[config.mk]
export PLATFORM = sky130hd
export DESIGN_NAME = task_ready_queue_arbiter
export DESIGN_NICKNAME = d
export VERILOG_FILES = /design/src/trqa_pkg.sv /design/src/task_ready_queue_arbiter.sv /design/src/trqa_ram.sv /design/src/trqa_dp.sv /design/src/trqa_ctrl.sv
export SDC_FILE = /design/constraint.sdc
export NUM_CORES = 2
export LEC_CHECK = 0
export ABC_CLOCK_PERIOD_IN_PS = 9100
export BUFFER_PORTS_ARGS = -buffer_cell sky130_fd_sc_hd__buf_2
export CAP_MARGIN = 10
export CORE_MARGIN = 5
export CORE_UTILIZATION = 63
export DETAILED_ROUTE_END_ITERATION = 10
export HOLD_SLACK_MARGIN = 0.06
export PLACE_DENSITY_LB_ADDON = 0.3
export SYNTH_ARGS = -nofsm -noshare
export SYNTH_HDL_FRONTEND = slang
export SYNTH_HIERARCHICAL = 1
export SYNTH_SLANG_ARGS = --single-unit
[constraint.sdc]
create_clock -name i_clk -period 9.1 [get_ports i_clk]
set_clock_uncertainty 0.05 [all_clocks]
set_input_delay 0.455 -clock i_clk [delete_from_list [all_inputs] [get_ports i_clk]]
set_output_delay 0.455 -clock i_clk [all_outputs]
set_load 0.005 [all_outputs]
[src/trqa_pkg.sv]
// ----------------------------------------------------------------------------
// Task ready-queue arbiter package
// Shared types and constants for the controller, datapath and top level.
// ----------------------------------------------------------------------------
package trqa_pkg;

    localparam int QUEUE_COUNT = 12;
    localparam int QNUM_W      = 4;
    localparam int DISP_W      = 5;
    localparam int CNT_W       = 8;

    // Operation codes of an input item.
    localparam logic OP_ENQUEUE = 1'b0;
    localparam logic OP_CLAIM   = 1'b1;

    // Lanes within one priority.
    localparam logic [1:0] LANE_ANY   = 2'd0;
    localparam logic [1:0] LANE_HEAVY = 2'd1;
    localparam logic [1:0] LANE_LIGHT = 2'd2;
    localparam logic [1:0] LANE_MAIN  = 2'd3;

    // Priorities.
    localparam logic [1:0] PRIO_CRIT = 2'd0;
    localparam logic [1:0] PRIO_NORM = 2'd1;
    localparam logic [1:0] PRIO_BACK = 2'd2;

    // Caller core classes.
    localparam logic [1:0] AFF_ANY  = 2'd0;
    localparam logic [1:0] AFF_PERF = 2'd1;
    localparam logic [1:0] AFF_EFF  = 2'd2;

    // Configuration register indexes.
    localparam logic [1:0] REG_WORKER = 2'd0;
    localparam logic [1:0] REG_PERF   = 2'd1;
    localparam logic [1:0] REG_EFF    = 2'd2;

    typedef enum logic [2:0] {
        S_IDLE,
        S_ENQ_LINK,
        S_ENQ_TAIL,
        S_CLM_SEARCH,
        S_CLM_POP
    } t_state;

    typedef struct packed {
        logic [CNT_W-1:0] worker_count;
        logic [CNT_W-1:0] performance_worker_count;
        logic [CNT_W-1:0] efficiency_worker_count;
    } t_cfg;

    typedef struct packed {
        logic latch_in;
        logic enq_link;
        logic enq_tail;
        logic clm_search;
        logic clm_pop;
        logic res_zero;
    } t_dp_cmd;

    typedef struct packed {
        logic pend_full;
        logic enq_bad;
        logic found;
    } t_dp_sts;

endpackage

[src/task_ready_queue_arbiter.sv]
// An item is accepted in S_IDLE. The link memory has one write port and a registered read:
// an enqueue writes in S_ENQ_LINK and, unless its queue was empty, in S_ENQ_TAIL; a claim reads
// in S_CLM_SEARCH and writes in S_CLM_POP. A rejected enqueue or a claim that finds nothing
// returns to S_IDLE after its first state. Results pass a pending register, then the output
// register, later while a stalled result holds it; one result may wait there while the next
// item is taken. Reset is synchronous: all queues empty, dispatch count and registers zero.
// ----------------------------------------------------------------------------
// Task ready-queue arbiter
// Twelve linked-list ready queues with aging priority search and claim rules.
// ----------------------------------------------------------------------------
module task_ready_queue_arbiter import trqa_pkg::*; #(
    parameter int MAX_TASKS = 256
) (
    input  logic        i_clk,
    input  logic        i_rst_n,
    input  logic        psel,
    input  logic        penable,
    input  logic        pwrite,
    input  logic [3:0]  paddr,
    input  logic [31:0] pwdata,
    output logic [31:0] prdata,
    output logic        pready,
    input  logic        i_valid,
    output logic        o_stall,
    input  logic        i_opcode,
    input  logic [7:0]  i_task_index,
    input  logic [1:0]  i_task_priority,
    input  logic [1:0]  i_task_cost,
    input  logic        i_task_on_main,
    input  logic [1:0]  i_caller_affinity,
    input  logic        i_caller_is_main,
    input  logic        i_caller_cooperative,
    input  logic        i_caller_executing,
    input  logic [7:0]  i_busy_performance,
    input  logic [7:0]  i_busy_efficiency,
    output logic        o_valid,
    input  logic        i_stall,
    output logic        o_granted,
    output logic [7:0]  o_granted_index,
    output logic [3:0]  o_granted_queue
);

    t_cfg    r_cfg;
    t_dp_cmd w_cmd;
    t_dp_sts w_sts;
    logic    w_wr;

    assign pready = 1'b1;
    assign w_wr   = psel && penable && pwrite && pready;

    always_ff @(posedge i_clk) begin
        if (!i_rst_n) begin
            r_cfg <= '0;
        end else if (w_wr) begin
            case (paddr[3:2])
                REG_WORKER: r_cfg.worker_count             <= pwdata[CNT_W-1:0];
                REG_PERF:   r_cfg.performance_worker_count <= pwdata[CNT_W-1:0];
                REG_EFF:    r_cfg.efficiency_worker_count  <= pwdata[CNT_W-1:0];
                default: begin
                end
            endcase
        end
    end

    always_comb begin
        case (paddr[3:2])
            REG_WORKER: prdata = 32'(r_cfg.worker_count);
            REG_PERF:   prdata = 32'(r_cfg.performance_worker_count);
            REG_EFF:    prdata = 32'(r_cfg.efficiency_worker_count);
            default:    prdata = '0;
        endcase
    end

    trqa_ctrl u_ctrl (
        .i_clk    (i_clk),
        .i_rst_n  (i_rst_n),
        .i_valid  (i_valid),
        .i_opcode (i_opcode),
        .i_sts    (w_sts),
        .o_cmd    (w_cmd),
        .o_stall  (o_stall)
    );

    trqa_dp #(
        .MAX_TASKS (MAX_TASKS)
    ) u_dp (
        .i_clk                (i_clk),
        .i_rst_n              (i_rst_n),
        .i_cmd                (w_cmd),
        .o_sts                (w_sts),
        .i_cfg                (r_cfg),
        .i_task_index         (i_task_index),
        .i_task_priority      (i_task_priority),
        .i_task_cost          (i_task_cost),
        .i_task_on_main       (i_task_on_main),
        .i_caller_affinity    (i_caller_affinity),
        .i_caller_is_main     (i_caller_is_main),
        .i_caller_cooperative (i_caller_cooperative),
        .i_caller_executing   (i_caller_executing),
        .i_busy_performance   (i_busy_performance),
        .i_busy_efficiency    (i_busy_efficiency),
        .i_stall              (i_stall),
        .o_valid              (o_valid),
        .o_granted            (o_granted),
        .o_granted_index      (o_granted_index),
        .o_granted_queue      (o_granted_queue)
    );

    // The block is busy in the cycle after it takes an item.
    a_busy_after_accept: assert property (@(posedge i_clk) disable iff (!i_rst_n)
        (i_valid && !o_stall) |=> o_stall)
        else $error("item accepted while previous item still in progress");

    a_pop_after_search: assert property (@(posedge i_clk) disable iff (!i_rst_n)
        w_cmd.clm_pop |-> $past(w_cmd.clm_search))
        else $error("queue popped without a search in the cycle before");

    a_tail_after_link: assert property (@(posedge i_clk) disable iff (!i_rst_n)
        w_cmd.enq_tail |-> $past(w_cmd.enq_link))
        else $error("tail updated without the new link written first");

    a_queue_range: assert property (@(posedge i_clk) disable iff (!i_rst_n)
        (o_valid && o_granted) |-> (o_granted_queue < 4'(QUEUE_COUNT)))
        else $error("granted queue number out of range");

endmodule

[src/trqa_ram.sv]
// ----------------------------------------------------------------------------
// Generic RAM
// One write port and one read port with registered read data.
// ----------------------------------------------------------------------------
module trqa_ram #(
    parameter int WIDTH = 9,
    parameter int DEPTH = 256
) (
    input  logic                     i_clk,
    input  logic                     i_we,
    input  logic [$clog2(DEPTH)-1:0] i_waddr,
    input  logic [WIDTH-1:0]         i_wdata,
    input  logic [$clog2(DEPTH)-1:0] i_raddr,
    output logic [WIDTH-1:0]         o_rdata
);

    logic [WIDTH-1:0] r_mem [DEPTH];
    logic [WIDTH-1:0] r_rdata;

    always_ff @(posedge i_clk) begin
        if (i_we) begin
            r_mem[i_waddr] <= i_wdata;
        end
        r_rdata <= r_mem[i_raddr];
    end

    assign o_rdata = r_rdata;

endmodule

[src/trqa_dp.sv]
// ----------------------------------------------------------------------------
// Task ready-queue arbiter datapath
// Queue head and tail pointers, the next-link memory, the claim search,
// the dispatch counter and the result stages.
// ----------------------------------------------------------------------------
module trqa_dp import trqa_pkg::*; #(
    parameter int MAX_TASKS = 256
) (
    input  logic        i_clk,
    input  logic        i_rst_n,
    input  t_dp_cmd     i_cmd,
    output t_dp_sts     o_sts,
    input  t_cfg        i_cfg,
    input  logic [7:0]  i_task_index,
    input  logic [1:0]  i_task_priority,
    input  logic [1:0]  i_task_cost,
    input  logic        i_task_on_main,
    input  logic [1:0]  i_caller_affinity,
    input  logic        i_caller_is_main,
    input  logic        i_caller_cooperative,
    input  logic        i_caller_executing,
    input  logic [7:0]  i_busy_performance,
    input  logic [7:0]  i_busy_efficiency,
    input  logic        i_stall,
    output logic        o_valid,
    output logic        o_granted,
    output logic [7:0]  o_granted_index,
    output logic [3:0]  o_granted_queue
);

    localparam int IDX_W = $clog2(MAX_TASKS);
    localparam int PTR_W = $clog2(MAX_TASKS + 1);
    localparam logic [PTR_W-1:0] EMPTY = PTR_W'(MAX_TASKS);

    // Latched item fields.
    logic [7:0]       r_slot;
    logic [1:0]       r_prio;
    logic [1:0]       r_cost;
    logic             r_on_main;
    logic [1:0]       r_aff;
    logic             r_is_main;
    logic             r_coop;
    logic             r_exec;
    logic [7:0]       r_busy_p;
    logic [7:0]       r_busy_e;

    logic [PTR_W-1:0]  r_head [QUEUE_COUNT];
    logic [PTR_W-1:0]  r_tail [QUEUE_COUNT];
    logic [DISP_W-1:0] r_disp;

    logic [QNUM_W-1:0] r_sel_q;
    logic [PTR_W-1:0]  r_sel_h;

    logic              r_pend_valid;
    logic              r_pend_granted;
    logic [7:0]        r_pend_index;
    logic [QNUM_W-1:0] r_pend_queue;
    logic              r_out_valid;
    logic              r_out_granted;
    logic [7:0]        r_out_index;
    logic [QNUM_W-1:0] r_out_queue;

    logic                   w_blocked;
    logic                   w_free;
    logic [3:0]             w_lane_ok;
    logic [QUEUE_COUNT-1:0] w_ready;
    logic [1:0]             w_first;
    logic [1:0]             w_prio_ord [3];
    logic [1:0]             w_lane_ord [4];
    logic [QNUM_W-1:0]      w_pos_q [QUEUE_COUNT];
    logic [QUEUE_COUNT-1:0] w_pos_hit;
    logic                   w_found;
    logic [QNUM_W-1:0]      w_sel_q;
    logic [PTR_W-1:0]       w_sel_h;

    logic [1:0]        w_enq_lane;
    logic [QNUM_W-1:0] w_enq_q;
    logic              w_enq_bad;
    logic [PTR_W-1:0]  w_slot_ptr;
    logic [PTR_W-1:0]  w_tail;
    logic              w_tail_valid;

    logic              w_ram_we;
    logic [IDX_W-1:0]  w_ram_waddr;
    logic [PTR_W-1:0]  w_ram_wdata;
    logic [PTR_W-1:0]  w_ram_rdata;

    logic              w_out_free;
    logic              w_move;

    // Eligibility of each lane for the latched caller.
    always_comb begin
        w_blocked = (r_is_main && (i_cfg.worker_count != '0) && !r_coop)
                  || (!r_is_main && !r_exec);
        w_free    = r_coop || (r_aff == AFF_ANY);
        w_lane_ok[LANE_MAIN]  = r_is_main;
        w_lane_ok[LANE_ANY]   = !w_blocked;
        w_lane_ok[LANE_HEAVY] = !w_blocked && (w_free || (r_aff == AFF_PERF)
                                || (r_busy_p >= i_cfg.performance_worker_count));
        w_lane_ok[LANE_LIGHT] = !w_blocked && (w_free || (r_aff == AFF_EFF)
                                || (r_busy_e >= i_cfg.efficiency_worker_count));
    end

    always_comb begin
        for (int q = 0; q < QUEUE_COUNT; q++) begin
            w_ready[q] = r_head[q] < EMPTY;
        end
    end

    // Aging picks the first priority; the others follow in ascending order.
    always_comb begin
        if (&r_disp) begin
            w_first = PRIO_BACK;
        end else if (&r_disp[2:0]) begin
            w_first = PRIO_NORM;
        end else begin
            w_first = PRIO_CRIT;
        end
        w_prio_ord[0] = w_first;
        w_prio_ord[1] = (w_first == PRIO_CRIT) ? PRIO_NORM : PRIO_CRIT;
        w_prio_ord[2] = (w_first == PRIO_BACK) ? PRIO_NORM : PRIO_BACK;
        w_lane_ord[0] = LANE_MAIN;
        w_lane_ord[1] = (r_aff == AFF_EFF) ? LANE_LIGHT : LANE_HEAVY;
        w_lane_ord[2] = LANE_ANY;
        w_lane_ord[3] = (r_aff == AFF_EFF) ? LANE_HEAVY : LANE_LIGHT;
    end

    // Each search position is tested on its own, then the earliest hit wins.
    always_comb begin
        for (int p = 0; p < 3; p++) begin
            for (int l = 0; l < 4; l++) begin
                w_pos_q[p*4+l]   = {w_prio_ord[p], w_lane_ord[l]};
                w_pos_hit[p*4+l] = w_ready[w_pos_q[p*4+l]] && w_lane_ok[w_lane_ord[l]];
            end
        end
        w_found = 1'b0;
        w_sel_q = '0;
        for (int pos = QUEUE_COUNT - 1; pos >= 0; pos--) begin
            if (w_pos_hit[pos]) begin
                w_found = 1'b1;
                w_sel_q = w_pos_q[pos];
            end
        end
        w_sel_h = r_head[w_sel_q];
    end

    always_comb begin
        w_enq_lane   = r_on_main ? LANE_MAIN : r_cost;
        w_enq_q      = {r_prio, w_enq_lane};
        w_enq_bad    = (r_prio > PRIO_BACK) || (!r_on_main && (r_cost > LANE_LIGHT))
                     || (32'(r_slot) >= 32'(MAX_TASKS));
        w_slot_ptr   = PTR_W'(r_slot);
        w_tail       = r_tail[w_enq_q];
        w_tail_valid = w_tail < EMPTY;
    end

    // The link memory has one write port: an enqueue uses it twice, or once into an empty queue; a claim once.
    always_comb begin
        w_ram_we = i_cmd.enq_link || (i_cmd.enq_tail && w_tail_valid) || i_cmd.clm_pop;
        if (i_cmd.enq_link) begin
            w_ram_waddr = IDX_W'(r_slot);
        end else if (i_cmd.enq_tail) begin
            w_ram_waddr = w_tail[IDX_W-1:0];
        end else begin
            w_ram_waddr = r_sel_h[IDX_W-1:0];
        end
        w_ram_wdata = i_cmd.enq_tail ? w_slot_ptr : EMPTY;
    end

    trqa_ram #(
        .WIDTH (PTR_W),
        .DEPTH (MAX_TASKS)
    ) u_link_ram (
        .i_clk   (i_clk),
        .i_we    (w_ram_we),
        .i_waddr (w_ram_waddr),
        .i_wdata (w_ram_wdata),
        .i_raddr (w_sel_h[IDX_W-1:0]),
        .o_rdata (w_ram_rdata)
    );

    assign w_out_free = !r_out_valid || !i_stall;
    assign w_move     = r_pend_valid && w_out_free;

    always_ff @(posedge i_clk) begin
        if (!i_rst_n) begin
            for (int q = 0; q < QUEUE_COUNT; q++) begin
                r_head[q] <= EMPTY;
                r_tail[q] <= EMPTY;
            end
            r_disp       <= '0;
            r_pend_valid <= 1'b0;
            r_out_valid  <= 1'b0;
        end else begin
            if (i_cmd.enq_tail) begin
                if (!w_tail_valid) begin
                    r_head[w_enq_q] <= w_slot_ptr;
                end
                r_tail[w_enq_q] <= w_slot_ptr;
            end
            if (i_cmd.clm_pop) begin
                r_head[r_sel_q] <= w_ram_rdata;
                if (r_tail[r_sel_q] == r_sel_h) begin
                    r_tail[r_sel_q] <= EMPTY;
                end
                r_disp <= r_disp + 1'b1;
            end
            if (i_cmd.res_zero || i_cmd.clm_pop) begin
                r_pend_valid <= 1'b1;
            end else if (w_move) begin
                r_pend_valid <= 1'b0;
            end
            if (w_move) begin
                r_out_valid <= 1'b1;
            end else if (!i_stall) begin
                r_out_valid <= 1'b0;
            end
        end
    end

    always_ff @(posedge i_clk) begin
        if (i_cmd.latch_in) begin
            r_slot    <= i_task_index;
            r_prio    <= i_task_priority;
            r_cost    <= i_task_cost;
            r_on_main <= i_task_on_main;
            r_aff     <= i_caller_affinity;
            r_is_main <= i_caller_is_main;
            r_coop    <= i_caller_cooperative;
            r_exec    <= i_caller_executing;
            r_busy_p  <= i_busy_performance;
            r_busy_e  <= i_busy_efficiency;
        end
        if (i_cmd.clm_search) begin
            r_sel_q <= w_sel_q;
            r_sel_h <= w_sel_h;
        end
        if (i_cmd.res_zero) begin
            r_pend_granted <= 1'b0;
            r_pend_index   <= '0;
            r_pend_queue   <= '0;
        end else if (i_cmd.clm_pop) begin
            r_pend_granted <= 1'b1;
            r_pend_index   <= 8'(r_sel_h);
            r_pend_queue   <= r_sel_q;
        end
        if (w_move) begin
            r_out_granted <= r_pend_granted;
            r_out_index   <= r_pend_index;
            r_out_queue   <= r_pend_queue;
        end
    end

    assign o_sts.pend_full = r_pend_valid && !w_out_free;
    assign o_sts.enq_bad   = w_enq_bad;
    assign o_sts.found     = w_found;

    assign o_valid         = r_out_valid;
    assign o_granted       = r_out_granted;
    assign o_granted_index = r_out_index;
    assign o_granted_queue = r_out_queue;

endmodule

[src/trqa_ctrl.sv]
// ----------------------------------------------------------------------------
// Task ready-queue arbiter controller
// Sequences enqueue and claim operations over the datapath.
// ----------------------------------------------------------------------------
module trqa_ctrl import trqa_pkg::*; (
    input  logic    i_clk,
    input  logic    i_rst_n,
    input  logic    i_valid,
    input  logic    i_opcode,
    input  t_dp_sts i_sts,
    output t_dp_cmd o_cmd,
    output logic    o_stall
);

    t_state r_state;
    t_state n_state;
    logic   w_accept;

    assign w_accept = (r_state == S_IDLE) && i_valid && !i_sts.pend_full;

    always_ff @(posedge i_clk) begin
        if (!i_rst_n) begin
            r_state <= S_IDLE;
        end else begin
            r_state <= n_state;
        end
    end

    always_comb begin
        n_state = r_state;
        case (r_state)
            S_IDLE: begin
                if (w_accept) begin
                    n_state = (i_opcode == OP_CLAIM) ? S_CLM_SEARCH : S_ENQ_LINK;
                end
            end
            S_ENQ_LINK: begin
                n_state = i_sts.enq_bad ? S_IDLE : S_ENQ_TAIL;
            end
            S_ENQ_TAIL: begin
                n_state = S_IDLE;
            end
            S_CLM_SEARCH: begin
                n_state = i_sts.found ? S_CLM_POP : S_IDLE;
            end
            S_CLM_POP: begin
                n_state = S_IDLE;
            end
            default: begin
                n_state = S_IDLE;
            end
        endcase
    end

    always_comb begin
        o_cmd          = '0;
        o_cmd.latch_in = w_accept;
        o_stall        = (r_state != S_IDLE) || i_sts.pend_full;
        case (r_state)
            S_IDLE: begin
                o_cmd.latch_in = w_accept;
            end
            S_ENQ_LINK: begin
                o_cmd.enq_link = !i_sts.enq_bad;
                o_cmd.res_zero = i_sts.enq_bad;
            end
            S_ENQ_TAIL: begin
                o_cmd.enq_tail = 1'b1;
                o_cmd.res_zero = 1'b1;
            end
            S_CLM_SEARCH: begin
                o_cmd.clm_search = 1'b1;
                o_cmd.res_zero   = !i_sts.found;
            end
            S_CLM_POP: begin
                o_cmd.clm_pop = 1'b1;
            end
            default: begin
                o_cmd = '0;
            end
        endcase
    end

endmodule
==> results.txt <==
The count of nets left with antenna violations once routing finished came out at 0. The number of different library cells used by synthesis comes to 88. The path type of the worst min-delay path is in2reg. The run finished with clean final reports. For this design the ratio of total power to cell area is roughly 220 nW/um^2.

Clock tree synthesis inserted a total of 281 buffers. Global routing used between 30% and 40% of the available tracks. STA classifies the critical path startpoint as a flip-flop. The final worst slack is roughly 0.87 ns. Entering global routing, the biggest net connects between 150 and 200 pins.

The starting density of the core is approximately 63%. For the pin with the worst max-slew slack, the measured transition is around 1.2 ns. Measured in cells, the most critical reg-to-reg path has a length of 21. The final-stage net count is between 6000 and 7000. The critical path is of the reg2reg type. IR analysis of the VDD net gives a maximum drop of about 0.14 mV. The most used flip-flop cell after synthesis is sky130_fd_sc_hd__edfxtp_1. The die covers 182400 sq um. Clock tree synthesis selected as its root buffer the cell sky130_fd_sc_hd__clkbuf_16. Sorting the synthesized cells by area gives the leading types as sky130_fd_sc_hd__edfxtp_1, sky130_fd_sc_hd__mux4_2, sky130_fd_sc_hd__dfxtp_1. The number of antenna violations at the first check in global routing came to 5. The final total negative setup slack is 0 ns. The largest fanout on the critical path is 30. The number of violations reported at the end of detailed-routing iteration 0 is about 9600. The portion of the post-synthesis area used by sequential elements is between 70% and 80%. The critical path goes through ha_1 > and3_1 > ha_1 > nor2_1 > a222oi_1 > a31o_2 > nor3_2 > mux2_4 > a211oi_4 > buf_12 > mux2i_1 > a22oi_1 > nand2_4 > nand3b_1 > buf_4 > o22ai_1 > nor2_1 > a31oi_1 > nor4_1 > nor4_1 > buf_4. The number of global-route vias before repair came to a little over 60000.

The final-report setup violation count came out at 0. Clock latency on the worst-skew pair, taken at its later pin, is between 0.9 and 1 ns. The number of cells upsized or downsized after cts came out at 0. The number of enable flip-flop cells after synthesis came out at around 2500.

The routed wire length per instance is around 32 microns. The count of H-tree levels built during CTS is 5. The number of instances in the synthesized netlist is ~6100.

The final-report max-slew violation count is 0. The global-route wire length before repair came out at ~410000 microns. The synthesis-to-finish area growth is 10.64%. The post-route netlist has ~19% of its cells at a drive strength greater than 1. The cell leakage power is between 30 and 40 nW. The share of synthesized registers carrying an async set or reset came out at 0%. After synthesis the netlist holds a flip-flop and latch count of roughly 2700. The post-layout instance area is about 120000 sq um. The critical path data required time is 9.87 ns. The post-route minimum period came out at 8.233 ns. The number of design rule violations left after detail routing is 0.

The mapped cell area is approximately 110000 sq um. The half-perimeter wire length after detailed placement came out at approximately 160000 microns. During synthesis, Yosys emitted a total of 6 warnings. At the placement stage, the worst setup path has a slack of about 1.1 ns.

The wire length after detailed routing came out at 279200 microns. The hold path depth came out at 4. Pin placement for this block handled between 100 and 150 I/O pins.

The synthesized design spends more area on one cell type than any other, namely sky130_fd_sc_hd__edfxtp_1. The standard cell with the maximum stage delay on the critical path is sky130_fd_sc_hd__nor4_1. The maximum clock frequency came out at between 100 and 150 MHz. The maximum buffer depth of the clock tree is 4.

The per-instance average area after synthesis is around 18 sq um. Setup repair after global routing left no endpoint under its margin. The vertical die dimension is ~430 microns. The top cell type by area accounts for between 60% and 70% of the synthesized area. The total core area came out at 173400 sq um. In this run the tool buffered the top-level ports with 74 buffer cells. The congestion estimate from routability-driven global placement came to between 0.8 and 0.9.

The worst relative slew slack came out at approximately 18%. The total global routing overflow came out at 0. The detailed-router iteration count before antenna repair came out at 6. The cell area after placement is around 110000 sq um. The die extent in x is ~430 microns. TritonCTS built the clock tree.

The count of standard-cell rows came out at approximately 150. The share of the clock period used by the worst path after layout is just over 90%. The final number of hold-violating endpoints is 0.

The worst setup path is captured at a flip-flop. STA puts the critical path data arrival time at ~9 ns. In this design, the stage delay of the slowest critical-path cell is approximately 0.96 ns.

The vias after detailed routing is just over 60000. The count of clock tree sinks is roughly 2700. The reported max-cap violation count came out at 0. The number of vias per cell is 7.024.

The clock-pin slew on the worst setup and hold paths came out at approximately 0.060 ns.
[critical path: cells and delay by family (launching register included)]
kind | cells | cell delay [ns]
simple gates | 8 | 3.83
compound gates | 6 | 2.04
buf+inv | 3 | 0.77
fa+ha+maj | 2 | 0.62
mux | 2 | 0.46
flops | 1 | 0.33
[cells in the final DEF (no fill, tap or decap), types with 11 or more instances in the layout]
cell type and n:
sky130_fd_sc_hd__nor2_1 424, sky130_fd_sc_hd__mux2_2 54, sky130_fd_sc_hd__nand4_1 19, sky130_fd_sc_hd__nand3_1 121, sky130_fd_sc_hd__o22ai_1 80, sky130_fd_sc_hd__conb_1 25, sky130_fd_sc_hd__a22oi_1 198, sky130_fd_sc_hd__o21ai_1 16
sky130_fd_sc_hd__nor2b_1 52, sky130_fd_sc_hd__buf_2 73, sky130_fd_sc_hd__nand2b_1 15, sky130_fd_sc_hd__buf_12 22, sky130_fd_sc_hd__o31a_1 11, sky130_fd_sc_hd__o221ai_1 35, sky130_fd_sc_hd__clkinvlp_4 12, sky130_fd_sc_hd__a31oi_1 13
sky130_fd_sc_hd__a22o_1 136, sky130_fd_sc_hd__mux4_2 521, sky130_fd_sc_hd__a21oi_1 230, sky130_fd_sc_hd__clkbuf_16 288, sky130_fd_sc_hd__nor3_1 26, sky130_fd_sc_hd__inv_1 28, sky130_fd_sc_hd__edfxtp_1 2504, sky130_fd_sc_hd__buf_4 135
sky130_fd_sc_hd__clkinv_1 54, sky130_fd_sc_hd__nand3b_1 16, sky130_fd_sc_hd__nor4_1 29, sky130_fd_sc_hd__clkbuf_1 59, sky130_fd_sc_hd__mux2i_1 362, sky130_fd_sc_hd__clkinv_2 33, sky130_fd_sc_hd__ha_1 19, sky130_fd_sc_hd__dfxtp_1 203
sky130_fd_sc_hd__nor2_4 18, sky130_fd_sc_hd__dlygate4sd3_1 55, sky130_fd_sc_hd__nand2_1 237, sky130_fd_sc_hd__bufinv_16 17, sky130_fd_sc_hd__a211oi_1 38, sky130_fd_sc_hd__o21ai_0 51, sky130_fd_sc_hd__a221oi_1 44
[final timing paths]
path                            slack [ns]                          to                 start
worst max-delay path                  0.87  u_dp/u_link_ram/o_rdata[0]        u_dp/r_disp[0]
worst min register to register        0.39     u_dp/o_granted_index[5]  u_dp/r_pend_index[5]
worst max register to register        0.87  u_dp/u_link_ram/o_rdata[0]        u_dp/r_disp[0]
worst min-delay path                  0.21                    r_cfg[6]              paddr[3]
[state kept, by name (all words and copies together) (netlist names), 2 cells and up, named ones only]
register,flops
u_dp/o_granted_index,8
u_ctrl/r_state,3
u_dp/r_busy_p,8
u_dp/o_granted_queue,4
u_dp/r_pend_queue,4
u_dp/r_tail,144
r_cfg,24
u_dp/r_cost,2
u_dp/r_aff,2
u_dp/r_sel_q,4
u_dp/u_link_ram/r_mem,2304
u_dp/r_head,140
u_dp/u_link_ram/o_rdata,9
u_dp/r_sel_h,9
u_dp/r_prio,2
u_dp/r_disp,5
u_dp/r_slot,8
u_dp/r_busy_e,8
u_dp/r_pend_index,8
[routing by layer]
layer  up-vias  GRT usage, %  wire length [microns]  part of all wire (%)
met5         -             0                     16                0.0057
li1      25000             -                      -                     -
met4         2         12.78                  13650                   4.9
met3       768         7.160                  34550                    12
met2      4555         47.81                 132300                    47
met1     31370         42.46                  98690                    35
[logic make-up (layout without fill, tap and decap cells)]
kind of cell,after synthesis,count (layout),share of synthesized area (%)
DFF,2708,2708,72.32
and+or+nand+nor,1050,1050,4.480
muxes,952,952,14.85
AOI/OAI and AO/OA,899,899,5.695
buffers and inverters,470,791,2.339
adders and majority gates,19,19,0.2169
xor gates and xnor gates,11,11,0.08789
other,2,28,0.006851
[stage by stage]
stage               util, %  hold WS, ns  power [W]  instances
finish                69.92       0.2135    0.02721       8783
global route          69.92       0.2006    0.02798       8780
CTS                   69.90       0.1485    0.02725       8779
detailed placement    64.67       0.3735    0.01650       8251
global placement      64.67       0.3666    0.01645       8251
floorplan                 -       0.3576    0.01563       6134
[final cells by class]
cell class / instances / area (sq um)
Multi-Input combinational cell: 2956 / 28030
Timing Repair Buffer: 286 / 2397
Sequential cell: 2708 / 79280
Clock inverter: 121 / 1030
Inverter: 32 / 127.6
Tap cell: 2325 / 2909
Clock buffer: 352 / 7497
Fill cell: 10200 / 52160
Antenna cell: 3 / 7.507
[where the power goes]
group	leakage, nW	internal (W)	switching (W)
sequential	22.5	0.0136	0.000196
combinational	9.52	0.000908	0.00161
clock	4.14	0.00629	0.00457
[synth_stat cells (6+ instances only)]
cell type,n
sky130_fd_sc_hd__nor2b_1,56
sky130_fd_sc_hd__o221ai_1,35
sky130_fd_sc_hd__or3_1,10
sky130_fd_sc_hd__buf_8,13
sky130_fd_sc_hd__a221oi_1,44
sky130_fd_sc_hd__buf_6,33
sky130_fd_sc_hd__nand3b_1,16
sky130_fd_sc_hd__nor3b_1,7
sky130_fd_sc_hd__mux4_1,9
sky130_fd_sc_hd__nand2_1,243
sky130_fd_sc_hd__nor2_4,16
sky130_fd_sc_hd__and2_1,20
sky130_fd_sc_hd__a22oi_1,198
sky130_fd_sc_hd__inv_1,28
sky130_fd_sc_hd__a22o_1,136
sky130_fd_sc_hd__buf_12,6
sky130_fd_sc_hd__o31a_1,11
sky130_fd_sc_hd__a31oi_1,13
sky130_fd_sc_hd__nor3_1,27
sky130_fd_sc_hd__o21ai_1,10
sky130_fd_sc_hd__clkbuf_1,233
sky130_fd_sc_hd__and3_1,7
sky130_fd_sc_hd__xnor2_1,7
sky130_fd_sc_hd__a21oi_1,230
sky130_fd_sc_hd__mux4_2,521
sky130_fd_sc_hd__nand2b_1,15
sky130_fd_sc_hd__edfxtp_1,2504
sky130_fd_sc_hd__buf_4,60
sky130_fd_sc_hd__nor4_1,29
sky130_fd_sc_hd__ha_1,19
sky130_fd_sc_hd__a211oi_1,38
sky130_fd_sc_hd__mux2i_1,362
sky130_fd_sc_hd__o22ai_1,80
sky130_fd_sc_hd__buf_1,27
sky130_fd_sc_hd__o21ai_0,57
sky130_fd_sc_hd__or2_2,7
sky130_fd_sc_hd__dfxtp_1,204
sky130_fd_sc_hd__mux2_2,54
sky130_fd_sc_hd__nand3_1,127
sky130_fd_sc_hd__nand4_1,19
sky130_fd_sc_hd__nor2_1,426
sky130_fd_sc_hd__buf_2,66
[timing repair]
action	in CTS	in global routing
hold buffers	55	0
hold endpoints to repair	64	0
setup buffers	0	0
Note: power is estimated with default switching activity, not from simulation.
